`src/assert_macros.svh`:
```
// Assertion helpers shared by the RTL.
`ifndef ASSERT_MACROS_SVH
`define ASSERT_MACROS_SVH

`ifndef SYNTH

// expr must hold at every clock edge out of reset
`define ASSERT_ALWAYS(label, clk, rst_n, expr) \
    label: assert property (@(posedge clk) disable iff (!rst_n) (expr)) \
        else $error("%m: assertion failed");

// cons must hold in the same cycle as ante
`define ASSERT_IMPLIES(label, clk, rst_n, ante, cons) \
    label: assert property (@(posedge clk) disable iff (!rst_n) (ante) |-> (cons)) \
        else $error("%m: assertion failed");

`else

`define ASSERT_ALWAYS(label, clk, rst_n, expr)
`define ASSERT_IMPLIES(label, clk, rst_n, ante, cons)

`endif

`endif

```
`src/ffa_pkg.sv`:
```
`default_nettype none

package ffa_pkg;

    localparam int POOL_BYTES_DEF   = 65536;
    localparam int HEADER_BYTES_DEF = 12;
    localparam int WORD_BYTES_DEF   = 8;
    localparam int MAX_CHUNKS_DEF   = 4096;

    // header + length before padding
    localparam int FULL_W = 17;
    localparam int PAD_W  = 3;

    localparam logic CMD_ALLOC = 1'b0;
    localparam logic CMD_FREE  = 1'b1;

    typedef enum logic [1:0] {
        ST_OK        = 2'd0,
        ST_OOM       = 2'd1,
        ST_BOUNDS    = 2'd2,
        ST_UNMANAGED = 2'd3
    } status_t;

    typedef struct packed {
        logic             busy;
        logic [PAD_W-1:0] pad;
        logic [15:0]      size;
        logic [15:0]      start;
    } chunk_entry_t;

endpackage

`default_nettype wire

```
`src/ffa_pad.sv`:
```
`default_nettype none

// Padding of value up to a multiple of WORD_BYTES, from the remainder by
// WORD_BYTES through a reciprocal multiply. pad is valid once busy is low.
module ffa_pad #(
    parameter int WORD_BYTES = ffa_pkg::WORD_BYTES_DEF
) (
    input  wire logic                       clk,
    input  wire logic                       rst_n,
    input  wire logic                       start,
    input  wire logic [ffa_pkg::FULL_W-1:0] value,
    output logic                            busy,
    output logic [ffa_pkg::PAD_W-1:0]       pad
);
    import ffa_pkg::*;

    // floor(v * ceil(2^SHIFT / W) / 2^SHIFT) equals floor(v / W) for every
    // v below 2^FULL_W while W <= 2^PAD_W
    localparam int SHIFT   = FULL_W + PAD_W;
    localparam int RECIP_W = SHIFT + 1;
    localparam int PROD_W  = FULL_W + RECIP_W;
    localparam logic [RECIP_W-1:0] RECIP_L =
        RECIP_W'(((1 << SHIFT) + WORD_BYTES - 1) / WORD_BYTES);
    localparam logic [FULL_W-1:0]  WORD_F  = FULL_W'(WORD_BYTES);
    localparam logic [PAD_W:0]     WORD_L  = (PAD_W + 1)'(WORD_BYTES);
    localparam logic [1:0]         STEPS_L = 2'd2;

    logic [FULL_W-1:0] val_reg;
    logic [FULL_W-1:0] quo_reg;
    logic [PAD_W-1:0]  rem_reg;
    logic [1:0]        cnt_reg;
    logic [PROD_W-1:0] prod;
    logic [FULL_W-1:0] back;
    logic [FULL_W-1:0] rem_full;

    assign prod     = {{(PROD_W - FULL_W){1'b0}}, val_reg} *
                      {{(PROD_W - RECIP_W){1'b0}}, RECIP_L};
    assign back     = quo_reg * WORD_F;
    assign rem_full = val_reg - back;

    always_ff @(posedge clk or negedge rst_n)
    begin
        if (!rst_n)
            cnt_reg <= '0;
        else if (start)
            cnt_reg <= STEPS_L;
        else if (cnt_reg != '0)
            cnt_reg <= cnt_reg - 1'b1;
    end

    always_ff @(posedge clk)
    begin
        if (start)
            val_reg <= value;
        if (cnt_reg == STEPS_L)
            quo_reg <= prod[SHIFT +: FULL_W];
        if (cnt_reg == 2'd1)
            rem_reg <= rem_full[PAD_W-1:0];
    end

    assign busy = (cnt_reg != '0);

    always_comb
    begin
        logic [PAD_W:0] diff;
        diff = WORD_L - {1'b0, rem_reg};
        if (rem_reg == '0)
            pad = '0;
        else
            pad = diff[PAD_W-1:0];
    end

endmodule

`default_nettype wire

```
`config.mk`:
```
export PLATFORM = sky130hd
export DESIGN_NAME = ffa_pad
export DESIGN_NICKNAME = d
export VERILOG_FILES = /design/src/assert_macros.svh /design/src/ffa_pkg.sv /design/src/ffa_pad.sv
export SDC_FILE = /design/constraint.sdc
export NUM_CORES = 1
export LEC_CHECK = 0
export BUFFER_PORTS_ARGS = -buffer_cell sky130_fd_sc_hd__buf_2
export CORE_AREA = 2 2 39 41
export CTS_CLUSTER_SIZE = 14
export DETAILED_ROUTE_END_ITERATION = 8
export DIE_AREA = 0 0 41 43
export GPL_TIMING_DRIVEN = 0
export MAX_ROUTING_LAYER = met4
export PLACE_DENSITY = 0.53
export SYNTH_ARGS = -nofsm -noshare
export SYNTH_HDL_FRONTEND = slang
export SYNTH_SLANG_ARGS = --single-unit
```
`constraint.sdc`:
```
create_clock -name clk -period 1.05 [get_ports clk]
set_input_delay 0.105 -clock clk [delete_from_list [all_inputs] [get_ports clk]]
set_output_delay 0.105 -clock clk [all_outputs]
set_load 0.005 [all_outputs]
```
# == Yosys cells after proc, flatten, opt, wreduce, memory -nomap -nowiden ==
# Cells that the tools add are included.
# totals
register_bits,8
inputBits,20
# op_classes
n_eq_ne,1
mux,3
addsub,3
reduce_logical,3
# op_table
op,count
2-bit two-way mux,2
2-bit nonzero test,2
3-bit logical NOT,1
3-bit two-way mux,1
"1-bit by 3-bit subtractor with 3-bit output, first input constant",1
"3-bit by 1-bit subtractor with 3-bit output, second input constant",1
"2-bit by 1-bit == test with 1-bit output, second input constant",1
"2-bit by 1-bit subtractor with 2-bit output, second input constant",1

# == Depth between registers and ports, before layout ==
# logic_depth
depth_word,3
mapped_depth,4
ltp_nobuf,4

# == Least setup slack after synthesis ==
# Ideal clock, no wire load.
# synth_path
path_type,reg2reg
from,register cnt_reg[0]
to,register cnt_reg[1]
period_less_slack_ns,1.066
path_stages_with_launch,5
setup_ns,0.124
arrival_time_ns,0.942
t_required_ns,0.926
path_slack_ns,-0.016
cell_sequence,dfrtp_1 > inv_1 > ha_1 > nor2_1 > a211o_1
# synth_via
elab_chain_len,3
word_cells_on_any_way,5
classes_between,add/sub (1); mux (2); reduce/logical (2)
# synth_rtl
item,line_no,text
from (decl),ffa_pad.sv:31,logic [1:0] cnt_reg;
from (signal assigned),ffa_pad.sv:48,cnt_reg <= cnt_reg - 1'b1;
2-bit by 1-bit subtractor with 2-bit output,ffa_pad.sv:48,
2-bit two-way mux,ffa_pad.sv:47,else if (cnt_reg != '0)
2-bit two-way mux,ffa_pad.sv:45,else if (start)
# Several ways; a longest one is shown, not always the timed one. The select of a mux whose other input is x is not followed.
# A chain may end at the register's enable or synchronous reset.

# == Final worst setup path ==
# layout_path
from,register rem_reg[0]
to,output pad[2] (netlist bit)
# layout_via
elab_chain_len,2
word_cells_on_any_way,3
classes_between,add/sub (1); mux (1); reduce/logical (1)
# layout_rtl
item,line_no,text
from (decl),ffa_pad.sv:30,logic [PAD_W-1:0] rem_reg;
from (signal assigned),ffa_pad.sv:58,rem_reg <= rem_full[PAD_W-1:0];
1-bit by 3-bit subtractor with 3-bit output or 3-bit logical NOT (tied branches),"ffa_pad.sv:66, ffa_pad.sv:67",
3-bit two-way mux *,ffa_pad.sv:67,if (rem_reg == '0)
to (decl),ffa_pad.sv:13,output logic [ffa_pkg::PAD_W-1:0] pad
# Every way passes the cells marked *; elsewhere a longest branch is shown, timed or not.

==> metrics list <==
- Sequential cell area in the final layout: ~230 um^2
- Buffers from clock root to sink, at most: 2
* Number of global-route vias before repair: about 280
- After layout, the worst setup slack is -206.7 ps.
- The count of nets left with antenna violations once routing finished came out at 0.
* Footprint of the multi-input gates: between 100 and 150 um^2
- Critical path class: flip-flop to primary output
- Share of cells above drive strength 1: 65.91%
- Dividing the detail-routed wire length by the instance count gives between 10 and 15 um.
- Clock Pin Slew Worst Setup and Hold Paths: roughly 50 ps
- Total negative setup slack: -555.2 ps
- Gr usage total: 9.215%
* Count of endpoints failing hold in the final timing report: 0
* Std-Cell Core Area: between 0.001 and 0.0015 mm^2
- The checks that failed: negative setup slack.
- Setup violations remaining at the end of the flow were counted as 5.
- Library cell contributing the largest single delay on the critical path: edfxtp_1
- CP endpoint kind: primary output
* Initial core utilization: roughly a quarter
- Global-route congestion overflow total: 0
* CTS buffer count: 3
* Count of buffers inserted at the top-level ports: 9
- In the layout the commonest cells are 6 x buf_4, 6 x edfxtp_1, 5 x inv_2, 5 x buf_2, 5 x buf_6.
- Entering global routing, the biggest net connects 6 pins.
- Counting stages on the worst path, the most repeated cell is ha_4.
* Setup repair after global routing missed its margin: yes
- The cell area that synthesis handed to floorplanning was 331.6 um^2.
- Worst clock skew: 7.088 ps
- The number of antenna diodes in the final layout is 0.
* Critical path's top delay family: flip-flops
- Of the available clock period, the critical path in the final layout requires 119.7%.
- Count of TritonRoute iterations in the first routing pass: 1
* Final min period: ~1300 ps
- At the later pin of the worst-skew pair, clock insertion delay measures 250 ps.
- Total length of routed wires: just over 600 um
- The die is just over 40 um wide.
- By area, the combinational part of the netlist is dominated by adder cells.
- Top-Level Pins: 24
* Number of standard-cell rows in the floorplan: 14
* XOR/XNOR share of the synthesized area: between 2 and 3%
- Relative to the synthesized area, the layout overhead comes to 72.45%.
* Initial antenna violation count: 0
- Counting flops and latches in the post-synthesis netlist gives 8.
- The synthesized design spends more area on one cell type than any other, namely edfxtp_1.
* Die Y: roughly 43 um
- At the worst endpoint, the required time is around 940 ps.
- The worst setup path is launched from a flip-flop.
* Unique masters post-synth: 7
- After filler insertion, the fill cell instance count of the layout stands at around 130.
* Maximum vdd ir drop: ~1.0 mV
* CTS tree: built
- The flow ran to the end, but the final reports show violations.
- Post-synth net total: 47
- First-pass GRT wire length: 993 um
- Final-stage net count: 69
- Of all nets on the critical path, the largest fanout is 2.
- Number of clock sinks seen by CTS: 8
- Clock Tree Root: clkbuf_4
* Proportion of synthesized chip area in sequential cells: about 69%
- Mean area per synthesized cell: 14.42 um^2
- Counting both buffers and inverters, the worst setup path holds a total of 2.
- The finished cells cover ~570 um^2.
- Cells taking the most area after synthesis: edfxtp_1 54%, dfrtp_1 15%, ha_1 15%
- Actual transition at the worst max-transition pin: 125.2 ps
- Walking the worst path, the cells encountered are inv_2, ha_4, ha_4, buf_6.
- Power density over the cells: approximately 2200 mW/mm^2
- Measured against its own limit, the worst slew margin works out to approximately 92%.
- CTS H-tree lvls: 1
- Static leakage: around 0.25 nW
- Maximum achievable frequency: slightly below 0.8 GHz
* Crit path DAT: approximately 1200 ps
- In this design, the stage delay of the slowest critical-path cell is ~370 ps.
- Count of routing violations after the opening detailed-route iteration: 0
- Hold slack: 31.90 ps
- Max Transition Viols Final: 0
- The worst hold path belongs to the class input pin to flip-flop.
* Tot Pwr: 1.285 mW
- After Yosys synthesis, full adders, half adders and majority gates account for 15.09% of the synthesized area.
- Top cell type's share of synthesized area: a little over half
* Max cap viols: 0
- Share of synthesized area spent on multiplexers: 0%
* Area of placed instances: 396.6 um^2
- Residual DRC count: 0
* Post-synthesis simple-gate area fraction: about 3.4%
- The floorplan step defined a die boundary enclosing ~0.0018 mm^2.
* Syn. warnings: 0
- The congestion estimate from routability-driven global placement came to approximately 0.55.
- Dividing the detail-routed via count by the number of cells gives 4.033.
- Number of cells produced by synthesis: 23
* Compound-Gate Fraction of Synth Area: about 2.6%
- Via count: 242
==> kinds of logic after synthesis <==
group | Yosys count
buf+inv | 6
fa+ha+maj | 4
flops | 8
compound gates | 1
simple gates | 3
xor+xnor | 1
==> through the flow <==
step                utilization (%)  setup WS [ps]  std cells
global route                  41.32         -260.0         60
CTS                           38.97         -223.1         60
detailed placement            28.66         -41.74         48
floorplan                         -          28.35         23
finish                        41.32         -206.7         60
global placement              28.66          12.23         48
==> routing by layer <==
| layer | track usage [%] | part of all wire [%] | vias to the layer above |
|---|---|---|---|
| li1 | - | - | 117 |
| met1 | 5.102 | 26 | 113 |
| met2 | 18.13 | 68 | 12 |
| met3 | 4.712 | 5.9 | 0 |
| met4 | 4.000 | 0 | 0 |
| met5 | - | 0 | - |
==> repair_timing <==
| action | 4_1_cts | 5_1_grt |
|---|---|---|
| endpoints found under the hold margin | 2 | 0 |
| gates resized for setup | 13 | 6 |
| hold buffers | 1 | 0 |
| pin swaps | 4 | 3 |
| setup endpoints to repair | 5 | 9 |
| buffers inserted | 7 | 1 |
==> path summary, 6_finish.rpt <==
path                       depth (start not counted)    endpoint        from  slack, ps
max                                                4      pad[2]  rem_reg[0]       -210
min                                                1  val_reg[1]    value[1]         30
max reg2reg                                        4  cnt_reg[1]  cnt_reg[1]        -40
min reg2reg                                        0  rem_reg[0]  val_reg[0]        410
max in group asynchronous                          2  cnt_reg[1]       rst_n        780
min in group asynchronous                          2  cnt_reg[0]       rst_n        170
==> synth_stat cells <==
| cell | count |
|---|---|
| edfxtp_1 | 6 |
| xor2_1 | 1 |
| dfrtp_1 | 2 |
| nor2_1 | 3 |
| ha_1 | 4 |
| inv_1 | 6 |
| a211o_1 | 1 |
==> worst register-to-register path, cell delays in order (launching register included) <==
cell	delay [ps]
dfrtp_1	370
inv_2	70
ha_4	170
buf_6	110
a211o_1	250
==> layout make-up <==
| type | count | area share [%] |
|---|---|---|
| Sequential cell | 8 | 40.26 |
| Timing Repair Buffer | 17 | 23.85 |
| Multi-Input combinational cell | 9 | 23.85 |
| Tap cell | 16 | 3.501 |
| Inverter | 6 | 3.939 |
| Clock buffer | 4 | 4.595 |
==> where the power goes <==
| group | total, mW | internal, mW | switching (mW) |
|---|---|---|---|
| Clock | 0.237 | 0.145 | 0.0926 |
| Sequential | 0.449 | 0.413 | 0.0369 |
| Combinational | 0.598 | 0.356 | 0.242 |
| Total | 1.28 | 0.914 | 0.371 |
Note: power is estimated with default switching activity, not from simulation.
